**src/rtl/fjot_pkg.sv**
```systemverilog
// Shared types, codes and character helpers for the flat JSON object tokenizer.
`default_nettype none
package fjot_pkg;

   // Result kinds
   localparam logic [2:0] KIND_KEY  = 3'd0;
   localparam logic [2:0] KIND_STR  = 3'd1;
   localparam logic [2:0] KIND_NUM  = 3'd2;
   localparam logic [2:0] KIND_KEYE = 3'd3;
   localparam logic [2:0] KIND_VALE = 3'd4;
   localparam logic [2:0] KIND_DONE = 3'd5;
   localparam logic [2:0] KIND_ERR  = 3'd6;

   // Error codes
   localparam logic [1:0] ERR_NONE   = 2'd0;
   localparam logic [1:0] ERR_EOT    = 2'd1;
   localparam logic [1:0] ERR_EXPECT = 2'd2;
   localparam logic [1:0] ERR_NONUM  = 2'd3;

   // Characters
   localparam logic [7:0] CH_LBRACE = 8'h7B;
   localparam logic [7:0] CH_RBRACE = 8'h7D;
   localparam logic [7:0] CH_COLON  = 8'h3A;
   localparam logic [7:0] CH_COMMA  = 8'h2C;
   localparam logic [7:0] CH_QUOTE  = 8'h22;
   localparam logic [7:0] CH_BSLASH = 8'h5C;
   localparam logic [7:0] CH_LOW_N  = 8'h6E;
   localparam logic [7:0] CH_LF     = 8'h0A;
   localparam logic [7:0] CH_LOW_E  = 8'h65;
   localparam logic [7:0] CH_UP_E   = 8'h45;
   localparam logic [7:0] CH_DOT    = 8'h2E;
   localparam logic [7:0] CH_MINUS  = 8'h2D;
   localparam logic [7:0] CH_PLUS   = 8'h2B;
   localparam logic [7:0] CH_ZERO   = 8'h30;
   localparam logic [7:0] CH_NINE   = 8'h39;
   localparam logic [7:0] CH_SPACE  = 8'h20;
   localparam logic [7:0] CH_TAB    = 8'h09;
   localparam logic [7:0] CH_CR     = 8'h0D;

   localparam int QUEUE_DEPTH_DEF = 4;
   localparam int MAX_RES         = 3;

   // One result
   typedef struct packed {
      logic [2:0] kind;
      logic [7:0] data;
      logic [1:0] err;
   } res_type;

   // All results caused by one byte; slot 0 goes out first
   typedef struct packed {
      logic [1:0]                cnt;
      res_type [MAX_RES-1:0]     slot;
   } entry_type;

   function automatic logic is_ws(input logic [7:0] c);
      return (c == CH_SPACE) || (c inside {[CH_TAB:CH_CR]});
   endfunction

   function automatic logic is_num(input logic [7:0] c);
      return (c inside {[CH_ZERO:CH_NINE], CH_MINUS, CH_PLUS, CH_DOT, CH_LOW_E, CH_UP_E});
   endfunction

   // Append one result to an entry
   function automatic entry_type put_res(input entry_type e, input logic [2:0] k,
                                         input logic [7:0] b, input logic [1:0] er);
      entry_type r;
      r = e;
      r.slot[e.cnt] = '{kind: k, data: b, err: er};
      r.cnt = e.cnt + 2'd1;
      return r;
   endfunction

endpackage
`default_nettype wire

```
**src/rtl/fjot_front.sv**
```systemverilog
// Front end: parser state machine that classifies each byte into a result entry.
`default_nettype none
module fjot_front import fjot_pkg::*; (
   input  wire logic      clock,
   input  wire logic      reset,
   input  wire logic      take,      // byte accepted this cycle
   input  wire logic [7:0] in_byte,
   input  wire logic      end_of_text,
   output entry_type      entry      // results for the current byte
);

   localparam logic [3:0] PH_OPEN    = 4'd0;
   localparam logic [3:0] PH_FIRST   = 4'd1;
   localparam logic [3:0] PH_KEY     = 4'd2;
   localparam logic [3:0] PH_COLON   = 4'd3;
   localparam logic [3:0] PH_VALUE   = 4'd4;
   localparam logic [3:0] PH_STR     = 4'd5;
   localparam logic [3:0] PH_NUM     = 4'd6;
   localparam logic [3:0] PH_AFTER   = 4'd7;
   localparam logic [3:0] PH_NEXTKEY = 4'd8;

   logic [3:0] phase_ff, phase_in;
   logic       esc_ff, esc_in;
   logic       done_ff, done_in;

   // Work out next state and the results of this byte
   always_comb begin
      logic [3:0] ph;
      logic       esc;
      logic       fin;
      logic [2:0] knd;
      entry_type  e;
      ph  = phase_ff;
      esc = esc_ff;
      fin = done_ff;
      e   = '0;
      knd = KIND_KEY;
      if (!done_ff) begin
         // close a number on its first non-number byte
         if (ph == PH_NUM && !is_num(in_byte)) begin
            e  = put_res(e, KIND_VALE, 8'd0, ERR_NONE);
            ph = PH_AFTER;
         end
         case (ph)
            PH_OPEN: begin
               if (!is_ws(in_byte)) begin
                  if (in_byte == CH_LBRACE) ph = PH_FIRST;
                  else begin
                     e   = put_res(e, KIND_ERR, CH_LBRACE, ERR_EXPECT);
                     fin = 1'b1;
                  end
               end
            end
            PH_FIRST: begin
               if (!is_ws(in_byte)) begin
                  if (in_byte == CH_RBRACE) begin
                     e   = put_res(e, KIND_DONE, 8'd0, ERR_NONE);
                     fin = 1'b1;
                  end else if (in_byte == CH_QUOTE) ph = PH_KEY;
                  else begin
                     e   = put_res(e, KIND_ERR, CH_QUOTE, ERR_EXPECT);
                     fin = 1'b1;
                  end
               end
            end
            PH_KEY, PH_STR: begin
               knd = (ph == PH_KEY) ? KIND_KEY : KIND_STR;
               if (esc) begin
                  // decode the escape, pass unknown ones through as written
                  esc = 1'b0;
                  if (in_byte == CH_QUOTE || in_byte == CH_BSLASH) begin
                     e = put_res(e, knd, in_byte, ERR_NONE);
                  end else if (in_byte == CH_LOW_N) begin
                     e = put_res(e, knd, CH_LF, ERR_NONE);
                  end else begin
                     e = put_res(e, knd, CH_BSLASH, ERR_NONE);
                     e = put_res(e, knd, in_byte, ERR_NONE);
                  end
               end else if (in_byte == CH_QUOTE) begin
                  if (ph == PH_KEY) begin
                     e  = put_res(e, KIND_KEYE, 8'd0, ERR_NONE);
                     ph = PH_COLON;
                  end else begin
                     e  = put_res(e, KIND_VALE, 8'd0, ERR_NONE);
                     ph = PH_AFTER;
                  end
               end else if (in_byte == CH_BSLASH) begin
                  esc = 1'b1;
               end else begin
                  e = put_res(e, knd, in_byte, ERR_NONE);
               end
            end
            PH_COLON: begin
               if (!is_ws(in_byte)) begin
                  if (in_byte == CH_COLON) ph = PH_VALUE;
                  else begin
                     e   = put_res(e, KIND_ERR, CH_COLON, ERR_EXPECT);
                     fin = 1'b1;
                  end
               end
            end
            PH_VALUE: begin
               if (!is_ws(in_byte)) begin
                  if (in_byte == CH_QUOTE) ph = PH_STR;
                  else if (is_num(in_byte)) begin
                     e  = put_res(e, KIND_NUM, in_byte, ERR_NONE);
                     ph = PH_NUM;
                  end else begin
                     e   = put_res(e, KIND_ERR, 8'd0, ERR_NONUM);
                     fin = 1'b1;
                  end
               end
            end
            PH_NUM: begin
               e = put_res(e, KIND_NUM, in_byte, ERR_NONE);
            end
            PH_AFTER: begin
               if (!is_ws(in_byte)) begin
                  if (in_byte == CH_COMMA) ph = PH_NEXTKEY;
                  else if (in_byte == CH_RBRACE) begin
                     e   = put_res(e, KIND_DONE, 8'd0, ERR_NONE);
                     fin = 1'b1;
                  end else begin
                     e   = put_res(e, KIND_ERR, CH_RBRACE, ERR_EXPECT);
                     fin = 1'b1;
                  end
               end
            end
            PH_NEXTKEY: begin
               if (!is_ws(in_byte)) begin
                  if (in_byte == CH_QUOTE) ph = PH_KEY;
                  else begin
                     e   = put_res(e, KIND_ERR, CH_QUOTE, ERR_EXPECT);
                     fin = 1'b1;
                  end
               end
            end
            default: ph = PH_OPEN;
         endcase

         // text ended inside the object: flush open number or escape, then fail
         if (end_of_text && !fin) begin
            if (ph == PH_NUM) e = put_res(e, KIND_VALE, 8'd0, ERR_NONE);
            if (esc) begin
               e = put_res(e, (ph == PH_KEY) ? KIND_KEY : KIND_STR, CH_BSLASH, ERR_NONE);
            end
            e   = put_res(e, KIND_ERR, 8'd0, ERR_EOT);
            fin = 1'b1;
         end
      end
      // rearm for the next text
      if (end_of_text) begin
         ph  = PH_OPEN;
         esc = 1'b0;
         fin = 1'b0;
      end
      phase_in = ph;
      esc_in   = esc;
      done_in  = fin;
      entry    = e;
   end

   // Advance the parser on each accepted byte
   always_ff @(posedge clock) begin
      if (reset) begin
         phase_ff <= PH_OPEN;
         esc_ff   <= 1'b0;
         done_ff  <= 1'b0;
      end else if (take) begin
         phase_ff <= phase_in;
         esc_ff   <= esc_in;
         done_ff  <= done_in;
      end
   end

endmodule
`default_nettype wire

```
**src/rtl/fjot_queue.sv**
```systemverilog
// Short queue of result entries between the front and back ends.
`default_nettype none
module fjot_queue import fjot_pkg::*; #(
   parameter int Depth = QUEUE_DEPTH_DEF
) (
   input  wire logic      clock,
   input  wire logic      reset,
   input  wire logic      push,
   input  entry_type      push_entry,
   output logic           full,
   input  wire logic      pop,
   output logic           head_valid,
   output entry_type      head
);

   localparam int PtrW = (Depth > 1) ? $clog2(Depth) : 1;
   localparam int CntW = $clog2(Depth + 1);

   entry_type            store_ff [Depth];
   logic [PtrW-1:0]      wr_ptr_ff, wr_ptr_in;
   logic [PtrW-1:0]      rd_ptr_ff, rd_ptr_in;
   logic [CntW-1:0]      count_ff, count_in;

   assign full       = (count_ff == CntW'(Depth));
   assign head_valid = (count_ff != '0);
   assign head       = store_ff[rd_ptr_ff];

   // Step pointers with wrap at the depth
   always_comb begin
      wr_ptr_in = wr_ptr_ff;
      rd_ptr_in = rd_ptr_ff;
      count_in  = count_ff;
      if (push) begin
         wr_ptr_in = (wr_ptr_ff == PtrW'(Depth - 1)) ? '0 : wr_ptr_ff + 1'b1;
      end
      if (pop) begin
         rd_ptr_in = (rd_ptr_ff == PtrW'(Depth - 1)) ? '0 : rd_ptr_ff + 1'b1;
      end
      if (push && !pop) count_in = count_ff + 1'b1;
      else if (pop && !push) count_in = count_ff - 1'b1;
   end

   always_ff @(posedge clock) begin
      if (reset) begin
         wr_ptr_ff <= '0;
         rd_ptr_ff <= '0;
         count_ff  <= '0;
      end else begin
         wr_ptr_ff <= wr_ptr_in;
         rd_ptr_ff <= rd_ptr_in;
         count_ff  <= count_in;
      end
   end

   // Write the entry; no reset for payload
   always_ff @(posedge clock) begin
      if (push) store_ff[wr_ptr_ff] <= push_entry;
   end

endmodule
`default_nettype wire

```
**src/rtl/fjot_back.sv**
```systemverilog
// Back end: unpacks queued entries into single results on the output register.
`default_nettype none
module fjot_back import fjot_pkg::*; (
   input  wire logic        clock,
   input  wire logic        reset,
   input  wire logic        head_valid,
   input  entry_type        head,
   output logic             pop,
   output logic             rsp_tvalid,
   input  wire logic        rsp_tready,
   output logic [2:0]       rsp_kind,
   output logic [7:0]       rsp_byte,
   output logic [1:0]       rsp_err,
   output logic             rsp_last
);

   logic [1:0] idx_ff, idx_in;
   logic       valid_ff, valid_in;
   res_type    res_ff, res_in;
   logic       last_ff, last_in;
   logic       load;
   logic       at_end;

   assign load   = head_valid && (!valid_ff || rsp_tready);
   assign at_end = (idx_ff == head.cnt - 2'd1);
   assign pop    = load && at_end;

   // Move the next slot into the output register, drop the entry after its last slot
   always_comb begin
      idx_in   = idx_ff;
      valid_in = valid_ff;
      res_in   = res_ff;
      last_in  = last_ff;
      if (load) begin
         valid_in = 1'b1;
         res_in   = head.slot[idx_ff];
         last_in  = at_end;
         idx_in   = at_end ? 2'd0 : idx_ff + 2'd1;
      end else if (rsp_tready) begin
         valid_in = 1'b0;
      end
   end

   always_ff @(posedge clock) begin
      if (reset) begin
         idx_ff   <= 2'd0;
         valid_ff <= 1'b0;
      end else begin
         idx_ff   <= idx_in;
         valid_ff <= valid_in;
      end
   end

   always_ff @(posedge clock) begin
      res_ff  <= res_in;
      last_ff <= last_in;
   end

   assign rsp_tvalid = valid_ff;
   assign rsp_kind   = res_ff.kind;
   assign rsp_byte   = res_ff.data;
   assign rsp_err    = res_ff.err;
   assign rsp_last   = last_ff;

endmodule
`default_nettype wire

```
**src/rtl/flat_json_object_tokenizer.sv**
```systemverilog
// Top level of the flat JSON object tokenizer.
//
// Input channel req_*: one text byte per transaction, req_tlast on the final
// byte of a text. Result channel rsp_*: one token per transaction; tuser holds
// the token kind, tdata the content byte and error code, tlast marks the last
// token caused by one input byte. A byte that causes no token (whitespace,
// separators, bytes after done or error) produces no transaction.
// Throughput: one byte per cycle while each byte yields at most one token and
// the queue has room; a byte that yields two or three tokens sends them out in
// turn, the surplus absorbed by the entry queue between the parser and the
// output stage. Output rate is one token per cycle while the receiver is ready,
// set by the output register. The first token of a byte goes through the queue
// and the output register: the parser writes the queue when the byte is
// accepted, and the output stage then loads it from the queue head.
// Reset clears the parser to wait for an opening brace and empties the queue
// and output register. When the receiver stalls, the output holds its token,
// the queue fills, and req_tready falls once it is full.
`default_nettype none
module flat_json_object_tokenizer import fjot_pkg::*; #(
   parameter int QUEUE_DEPTH = QUEUE_DEPTH_DEF
) (
   input  wire logic        clock,
   input  wire logic        reset,
   input  wire logic        req_tvalid,
   output logic             req_tready,
   input  wire logic [7:0]  req_tdata,   // [7:0] in_byte
   input  wire logic        req_tlast,   // end_of_text
   output logic             rsp_tvalid,
   input  wire logic        rsp_tready,
   output logic [15:0]      rsp_tdata,   // [7:0] token_byte, [9:8] error_code, rest 0
   output logic [2:0]       rsp_tuser,   // [2:0] token_kind
   output logic             rsp_tlast    // final_result
);

   logic      take;
   logic      q_full;
   logic      q_valid;
   logic      q_pop;
   entry_type front_entry;
   entry_type q_head;
   logic [7:0] tok_byte;
   logic [1:0] tok_err;

   assign req_tready = !q_full;
   assign take       = req_tvalid && req_tready;

   fjot_front u_front (
      .clock       (clock),
      .reset       (reset),
      .take        (take),
      .in_byte     (req_tdata),
      .end_of_text (req_tlast),
      .entry       (front_entry)
   );

   fjot_queue #(.Depth(QUEUE_DEPTH)) u_queue (
      .clock      (clock),
      .reset      (reset),
      .push       (take && (front_entry.cnt != 2'd0)),
      .push_entry (front_entry),
      .full       (q_full),
      .pop        (q_pop),
      .head_valid (q_valid),
      .head       (q_head)
   );

   fjot_back u_back (
      .clock      (clock),
      .reset      (reset),
      .head_valid (q_valid),
      .head       (q_head),
      .pop        (q_pop),
      .rsp_tvalid (rsp_tvalid),
      .rsp_tready (rsp_tready),
      .rsp_kind   (rsp_tuser),
      .rsp_byte   (tok_byte),
      .rsp_err    (tok_err),
      .rsp_last   (rsp_tlast)
   );

   assign rsp_tdata = {6'd0, tok_err, tok_byte};

endmodule
`default_nettype wire

```
**config.mk**
```make
export PLATFORM = sky130hd
export DESIGN_NAME = flat_json_object_tokenizer
export DESIGN_NICKNAME = d
export VERILOG_FILES = /design/src/rtl/fjot_pkg.sv /design/src/rtl/fjot_front.sv /design/src/rtl/fjot_queue.sv /design/src/rtl/fjot_back.sv /design/src/rtl/flat_json_object_tokenizer.sv
export SDC_FILE = /design/constraint.sdc
export NUM_CORES = 1
export LEC_CHECK = 0
export BUFFER_PORTS_ARGS = -buffer_cell sky130_fd_sc_hd__buf_2
export CAP_MARGIN = 40
export CORE_ASPECT_RATIO = 0.8
export CORE_MARGIN = 3
export CORE_UTILIZATION = 27
export DETAILED_ROUTE_END_ITERATION = 8
export GPL_TIMING_DRIVEN = 0
export PLACE_DENSITY = 0.39
export SYNTH_ARGS = -nofsm -noshare
export SYNTH_HDL_FRONTEND = slang
export SYNTH_HIERARCHICAL = 1
export SYNTH_SLANG_ARGS = --single-unit
```
**constraint.sdc**
```tcl
create_clock -name clock -period 8.5 [get_ports clock]
set_input_delay 1.275 -clock clock [delete_from_list [all_inputs] [get_ports clock]]
set_output_delay 1.275 -clock clock [all_outputs]
set_load 0.02 [all_outputs]
```
---- After elaboration in Yosys (flattened, before gate mapping) ----
Memory sizes are Yosys's and may differ from the RTL's. A register that Yosys moved wholly into a read port is not among the register bits.
Index checks and enable logic that the tools add are counted.
operators by class
  $add $sub $neg .......................... 11
  order comparisons ....................... 15
  eq/ne operators ......................... 29
  mux-type cells .......................... 110
  bitwise operators ....................... 30
  reduce and logical (&&, ||, !) cells .... 32
operator list
  cell                  number
  $mux W41              27
  $pmux W41 S8          1
  $bwmux W39            6
  $demux W13 S2         5
  $mux W39              3
  $mux W4               20
  $mux W13              6
  $and A36 B36 Y36      2
  $not A36 Y36          2
  $and A33 B33 Y33      2
  $not A33 Y33          2
  $eq A8 B6 Y1 const B  7
  $or A27 B27 Y27       2
  $eq A8 B7 Y1 const B  6
  $mux W40              1
  $pmux W4 S8           1
  $and A30 B30 Y30      1
  $mux W1               30
  $not A30 Y30          1
  $and A27 B27 Y27      1
  $not A27 Y27          1
  $bmux W13 S2          1
  $and A12 B12 Y12      2
  $and A24 B24 Y24      1
  other kinds (40)      96
storage, ports and cells
  flip-flop bits (word level) ............. 30
  RAM bits ................................ 164
  output and inout bits ................... 22
  word-level logic and storage cells ...... 240
  memories kept ........................... 1
memories
  name              words  bits a word  rd ports  clocked after memory_dff  wr ports  line              source
  u_queue.store_ff  4      41           1         1                         1         fjot_queue.sv:19  entry_type store_ff [Depth];

---- Logic depth before layout (Yosys ltp) ----
Gate-level depths: netlist of the first run.
  word-level depth ........................ 49
  depth in mapped cells ................... 31

---- Cells and area by module ----
The synthesis of the first run kept the hierarchy.
modules (own cells, without submodules)
  module                      instances  cells each  area each (um^2)  sequential area each (um^2)
  fjot_queue                  1          259         6,408.6           5,104.9
  fjot_front                  1          395         2,497.4           120.1
  fjot_back                   1          82          904.6             480.5
  flat_json_object_tokenizer  1          10          73.8              0.0

---- Least setup slack after synthesis of the first run ----
OpenSTA, ideal clock, no wires.
  path kind ............................... in2reg
  start ................................... in req_tdata[1]
  end ..................................... mem u_queue/store_ff[0][0] (netlist name) (enable)
  arrival ................................. 7,175 ps
  path slack .............................. 923 ps
  cell stages on the path ................. 25
  path buffers ............................ 2
  cells stage by stage .................... clkbuf_1 -> nand3b_1 -> o21ai_0 -> and3_1 -> clkbuf_1 -> nor3_1 -> ha_1 -> mux2_2 -> a32oi_1 -> nand2_1 -> o21ai_0 -> a32oi_1 -> nor2_2 -> inv_1 -> ha_1 -> a21o_1 -> inv_1 -> ha_1 -> mux2i_1 -> inv_1 -> ha_1 -> nor2_1 -> a211oi_1 -> o21a_1 -> and2_1
RTL lines
  item         line                              source
  from (decl)  flat_json_object_tokenizer.sv:26  input wire logic [7:0] req_tdata,
  to (decl)    fjot_queue.sv:19

==> flow_summary.ini, run 1 <==
[power_and_ir_drop]
peakVddDrop_mv = 0.131
switching_share = 0.295
powerDensity_mw_per_mm2 = 246
power_frac_comb = 0.267
p_leak_nw = 3.88
pwr-share-seq = 0.442
p_clk_frac = 0.291
switching_power_mw = 0.824
p_int_mw = 1.97

[die]
start_util = 0.275
core-area_mm2 = 0.0360
io_pins = 35
row_count = 62
die-area_mm2 = 0.0390
die_y_um = 177
die-width_um = 220

[worst_setup_path]
reg2reg_from = u_front/phase_ff[2]$_SDFFE_PP0P_
crit_path_end = u_queue/count_ff[2]$_SDFFE_PP0P_
cp.required_ns = 8.87
cp_slowest_stage_delay_ns = 0.45
critPathLaunchType = input pin
reg2regPathDepth = 29
r2r_setup_slack_ns = 1.03
crit_type = input pin to register
setup.worst_path.start = req_tdata[1]
r2r_end = u_queue/count_ff[2]$_SDFFE_PP0P_
cp_max_fo = 10
slowest_stage = a211oi_2
arrival_ns = 8.26
end_kind = register

[grt]
gr-total-overflow = 0
grt_pass1_wl_mm = 42.0
grt_pass1_vias = 6428
grt_max_degree = 29
grt_usage = 0.146
antenna_found_initial = 1

[drt]
detail-route-antenna-nets = 0
detail_route.wl_per_cell_um = 20.9
vias_per_cell = 4.94
drt_iter0_drc = 725
via_count = 6431
wl_mm = 27.2
drc = 0
detail_route.first_pass.iterations = 7

[final_layout]
fin_util = 0.316
areaGrowthSynthToFinish_pct = 15.0
diodes = 0
fillers = 3650
layout-drive-gt1-share = 0.192
fin_nets = 852
multi_input_area_mm2 = 0.00375
final_common_cell = edfxtp_1
ff_latch_area_mm2 = 0.00571
layout_common_cells = edfxtp_1, nand2_1, nor2_1

[timing]
clock_skew_ns = 0.0103
layout_min_cycle_time_ns = 7.90
setup_ws_ns = 0.605
slew_violations = 0
slew_headroom = 0.393
rsz0062_at_grt = no
setup_viol = 0
worstMarginPinSlew_ns = 0.902
fmax_mhz = 127
hold_viol_final = 0
post-route-period-util = 0.929

[clock_network]
ctsRootBufferMaster = clkbuf_16
clock-sinks = 196
clock_latency_ns = 0.44
cts_buffer_depth = 2
cts_max_level = 4
cts_tree = done
clk_pin_slew_ns = 0.06
cts_buffers = 17
cts_setup_buffers = 0

[place]
place_worst_setup_slack_ns = -0.211
place_congestion = 0.853
dp_hpwl_mm = 19.0
io_buffers = 25

[logic_synthesis]
async_reset_ff_frac = 0
synth-edff-count = 178
yosysWarnings = 6
syn_area_per_cell_um2 = 13.2
synth_area_mm2 = 0.00988
syn_inst = 746
post_synth_num_cell_types = 74
yosys_register_bits = 196
synth_ff_type = edfxtp_1
ys_seq_area_frac = 0.577

[status]
status = completed

[hold_path]
min_path_type = register to register

[job]
max_cap_violations = 0
[worst max-delay path: cells and delay by family]
kind | cells | cell delay (ns)
adder cells (fa/ha/maj) | 6 | 1.82
AND/OR/NAND/NOR | 6 | 1.18
multiplexers | 2 | 0.45
XOR/XNOR | 1 | 0.15
buffers and inverters | 9 | 1.41
AO/OA/AOI/OAI | 8 | 1.96
[synthesized netlist by cell type (3+ instances only)]
| master | instances | area share |
|---|---|---|
| a31oi_1 | 10 | 0.0063 |
| buf_6 | 3 | 0.0034 |
| a21oi_1 | 40 | 0.020 |
| nor2_1 | 46 | 0.017 |
| clkbuf_1 | 20 | 0.0076 |
| a22oi_1 | 4 | 0.0030 |
| buf_12 | 4 | 0.0081 |
| nor4_1 | 10 | 0.0063 |
| o21a_1 | 8 | 0.0061 |
| edfxtp_1 | 178 | 0.54 |
| buf_4 | 15 | 0.011 |
| xnor2_1 | 4 | 0.0035 |
| o31ai_1 | 5 | 0.0038 |
| a21o_1 | 6 | 0.0046 |
| nand2b_1 | 11 | 0.0070 |
| ha_1 | 29 | 0.037 |
| or2_2 | 4 | 0.0025 |
| and2_1 | 7 | 0.0044 |
| inv_1 | 28 | 0.011 |
| mux4_2 | 40 | 0.091 |
| o21ai_0 | 38 | 0.019 |
| nor3_1 | 10 | 0.0051 |
| o211ai_1 | 3 | 0.0023 |
| o22ai_1 | 3 | 0.0019 |
| nand2_1 | 58 | 0.022 |
| buf_2 | 10 | 0.0051 |
| a221oi_1 | 3 | 0.0027 |
| nand3b_1 | 3 | 0.0023 |
| or3_1 | 4 | 0.0025 |
| a32oi_1 | 3 | 0.0027 |
| dfxtp_1 | 18 | 0.036 |
| nor3b_1 | 6 | 0.0046 |
| xor2_1 | 7 | 0.0062 |
| nor2b_1 | 7 | 0.0044 |
| or4_1 | 3 | 0.0023 |
| mux2i_1 | 20 | 0.020 |
| and3_1 | 7 | 0.0044 |
| nand4_1 | 5 | 0.0032 |
| buf_1 | 4 | 0.0015 |
| nor4b_1 | 3 | 0.0027 |
| a211oi_1 | 4 | 0.0030 |
| nand3_1 | 12 | 0.0061 |
[power groups by stage]
stage               sequential (mW)  clock, mW  combinational [mW]
finish                         1.23      0.814               0.748
floorplan                      1.30          0               0.467
global route                   1.25      0.886               0.818
detailed placement             1.26          0               0.766
global placement               1.26          0               0.752
CTS                            1.24      0.842               0.767
[sequential cells by signal, summed over array words and instances (netlist names), named ones only]
register / cells
u_front/done_ff: 1
u_back/idx_ff: 2
u_queue/count_ff: 3
u_back/rsp_kind: 3
u_front/phase_ff: 4
u_back/rsp_last: 1
u_back/rsp_byte: 8
u_queue/store_ff: 164
u_back/rsp_tvalid: 1
u_queue/wr_ptr_ff: 2
u_front/esc_ff: 1
u_queue/rd_ptr_ff: 2
u_back/rsp_err: 2
[how the worst min path moves through the flow]
stage                                      start                                to  slack, ns  depth (start not counted)
3_3_place_gp    u_queue/count_ff[2]$_SDFFE_PP0P_  u_queue/count_ff[2]$_SDFFE_PP0P_       0.49                          2
3_5_place_dp    u_queue/count_ff[2]$_SDFFE_PP0P_  u_queue/count_ff[2]$_SDFFE_PP0P_       0.50                          2
4_1_cts         u_queue/count_ff[2]$_SDFFE_PP0P_  u_queue/count_ff[2]$_SDFFE_PP0P_       0.51                          2
6_report        u_queue/count_ff[2]$_SDFFE_PP0P_  u_queue/count_ff[2]$_SDFFE_PP0P_       0.50                          2
5_1_grt        u_queue/rd_ptr_ff[1]$_SDFFE_PP0P_                          register       0.55                          2
2_1_floorplan   u_queue/count_ff[2]$_SDFFE_PP0P_  u_queue/count_ff[2]$_SDFFE_PP0P_       0.46                          2
[cell families (layout without fill, tap and decap cells)]
logic type                 after synthesis  count (layout)  share of synthesized area
adders and majority gates               31              31                     0.0397
and+or+nand+nor                        207             207                      0.108
muxes                                   62              62                      0.115
DFF                                    196             196                      0.577
AOI/OAI and AO/OA                      151             151                     0.0991
xor gates and xnor gates                12              12                     0.0114
other                                    2              11                   0.000760
buffers and inverters                   85             152                     0.0481
[cell type report]
class                           instances  share of cell area
Sequential cell                       196               0.502
Multi-Input combinational cell        474               0.330
Tap cell                              480              0.0528
Clock buffer                           18              0.0377
Buffer                                 56              0.0322
Timing Repair Buffer                   35              0.0216
Clock inverter                         14              0.0141
Inverter                               29             0.00957
[layer usage]
| metal | global-route usage | vias up | wire [um] |
|---|---|---|---|
| li1 | - | 2963 | - |
| met1 | 0.226 | 3274 | 14100 |
| met2 | 0.211 | 171 | 11700 |
| met3 | 0.0228 | 23 | 1120 |
| met4 | 0.0413 | 0 | 342 |
| met5 | 0 | - | 0 |
[per-stage QoR]
stage          TNS (ns)  cell area (um2)  power (mW)  hold slack, ns  instances
2_1_floorplan         0             9920        1.77           0.455        755
3_3_place_gp    -348.29            10600        2.02           0.489       1260
4_1_cts               0            11400        2.85           0.507       1302
5_1_grt               0            11400        2.95           0.553       1302
3_5_place_dp      -8.27            10800        2.02           0.496       1270
6_report              0            11400        2.80           0.505       1302
[what timing repair did]
action | CTS | global route
endpoints found under the setup margin | 0 | 104
hold buffers | 0 | 0
gates resized for setup | 0 | 3
Power figures use the tool's default switching activity.
==> run 2, diff against run 1 <==
- MAX_ROUTING_LAYER: unset -> met4
==> flow_summary.ini, run 2 (synthesis gave the netlist of run 1 again) <==
[status]
status = completed

[timing]
clock_skew_ns = 0.0112
post-route-period-util = 0.949
setup_tns_ns = 0
slew_headroom = 0.363
rsz0062_at_grt = no
setup_ws_ns = 0.431
layout_min_cycle_time_ns = 8.07
slew_violations = 0
worstMarginPinSlew_ns = 0.946
hold_viol_final = 0
fmax_mhz = 124
setup_viol = 0

[worst_setup_path]
slowest_stage = o21ai_0
timing.critical_path.buf_inv = 8
reg2reg_from = u_front/phase_ff[2]$_SDFFE_PP0P_
cp_slowest_stage_delay_ns = 0.67
reg2regPathDepth = 29
crit_type = input pin to register
r2r_end = u_queue/count_ff[2]$_SDFFE_PP0P_
cp.required_ns = 8.87
setup.worst_path.start = req_tdata[1]
arrival_ns = 8.44
cpLargestDelayFamily = compound AO/OA/AOI/OAI gates
cp_max_fo = 10
end_kind = register
r2r_setup_slack_ns = 1.09
critPathLaunchType = input pin

[clock_network]
ctsRootBufferMaster = clkbuf_16
cts_buffer_depth = 2
clk_pin_slew_ns = 0.06
cts-hold-fix-buffers = 0
clock_latency_ns = 0.44
clock-sinks = 196
cts_tree = done
cts_buffers = 17
cts_resized = 0
cts_setup_buffers = 0
cts_max_level = 4

[die]
die-area_mm2 = 0.0390
row_count = 62
die-width_um = 220
io_pins = 35
start_util = 0.275
core-area_mm2 = 0.0360
die_y_um = 177

[drt]
wl_mm = 27.3
detail_route.first_pass.iterations = 5
drt_iter0_drc = 618
detail-route-antenna-nets = 0
vias_per_cell = 4.91
detail_route.wl_per_cell_um = 21.0
via_count = 6392
drc = 0

[power_and_ir_drop]
p_int_mw = 1.97
switching_power_mw = 0.824
power_frac_comb = 0.268
switching_share = 0.295
peakVddDrop_mv = 0.130
p_clk_frac = 0.290
pwr-share-seq = 0.442
powerDensity_mw_per_mm2 = 246
p_leak_nw = 3.88

[hold_path]
min_path_type = register to register
min_from = u_queue/count_ff[2]$_SDFFE_PP0P_
whs_endpoint = u_queue/count_ff[2]$_SDFFE_PP0P_
worstHoldPathCells = 2

[grt]
antenna_found_initial = 1
gr-total-overflow = 0
grt_pass1_vias = 6427
grt_usage = 0.151
grt_pass1_wl_mm = 42.0
grt_max_degree = 29

[final_layout]
regMostFlops = u_queue/store_ff
final_common_cell = edfxtp_1
areaGrowthSynthToFinish_pct = 15.0
fillers = 3650
largest_reg_flops = 164
diodes = 0
layout-drive-gt1-share = 0.192
layout_common_cells = edfxtp_1, nand2_1, nor2_1
fin_nets = 852
fin_util = 0.316
fin_cells = 1302

[place]
place_congestion = 0.866
place_worst_setup_slack_ns = -0.211
io_buffers = 25
dp_hpwl_mm = 19.0
dp.cells = 1270

[job]
max_cap_violations = 0
## run 2: area by class of cell
cell class / instances / area [um2] / share of cell area
Clock buffer: 18 / 429 / 0.0377
Tap cell: 480 / 601 / 0.0528
Multi-Input combinational cell: 474 / 3750 / 0.330
Buffer: 56 / 367 / 0.0322
Timing Repair Buffer: 35 / 245 / 0.0216
Inverter: 29 / 109 / 0.00957
Sequential cell: 196 / 5710 / 0.502
Clock inverter: 14 / 160 / 0.0141
## run 2: power by group through the flow
stage | sequential, mW | combinational, mW | clock (mW)
floorplan | 1.30 | 0.467 | 0
global placement | 1.26 | 0.752 | 0
detailed placement | 1.26 | 0.766 | 0
CTS | 1.24 | 0.767 | 0.842
global route | 1.25 | 0.818 | 0.889
finish | 1.23 | 0.750 | 0.811
## run 2: worst register-to-register path: cells and delay by family (launching register included)
family	cells	cell delay [ns]
AOI/OAI and AO/OA	7	1.59
xor gates and xnor gates	1	0.15
adders and majority gates	6	1.76
buffers and inverters	6	0.96
DFF	1	0.33
muxes	2	0.44
and+or+nand+nor	7	2.11
## run 2: routing by layer
metal  part of all wire  wire [um]  up-vias  GRT usage
li1                   -          -     2969          -
met1               0.53      14400     3245      0.226
met5                  0          0        -          -
met3              0.037       1020       25     0.0257
met2               0.43      11600      153      0.211
met4              0.011        294        0     0.0365
## run 2: stage by stage
step / hold slack, ns / power [mW] / instance area, um2
global placement: 0.489 / 2.02 / 10600
CTS: 0.507 / 2.85 / 11400
floorplan: 0.455 / 1.77 / 9920
global route: 0.554 / 2.95 / 11400
detailed placement: 0.496 / 2.02 / 10800
finish: 0.506 / 2.80 / 11400
## run 2: how the worst max path moves through the flow
stage / slack (ns) / cells past startpoint / endpoint
finish: 0.43 / 30 / u_queue/count_ff[2]$_SDFFE_PP0P_
global route: 0.06 / 30 / u_queue/count_ff[2]$_SDFFE_PP0P_
CTS: 0.26 / 32 / u_queue/count_ff[2]$_SDFFE_PP0P_
detailed placement: -0.21 / 32 / u_queue/count_ff[2]$_SDFFE_PP0P_
global placement: -2.12 / 25 / u_queue/store_ff[3][6]$_DFFE_PP_
floorplan: 0.92 / 25 / u_queue/store_ff[0][0]$_DFFE_PP_
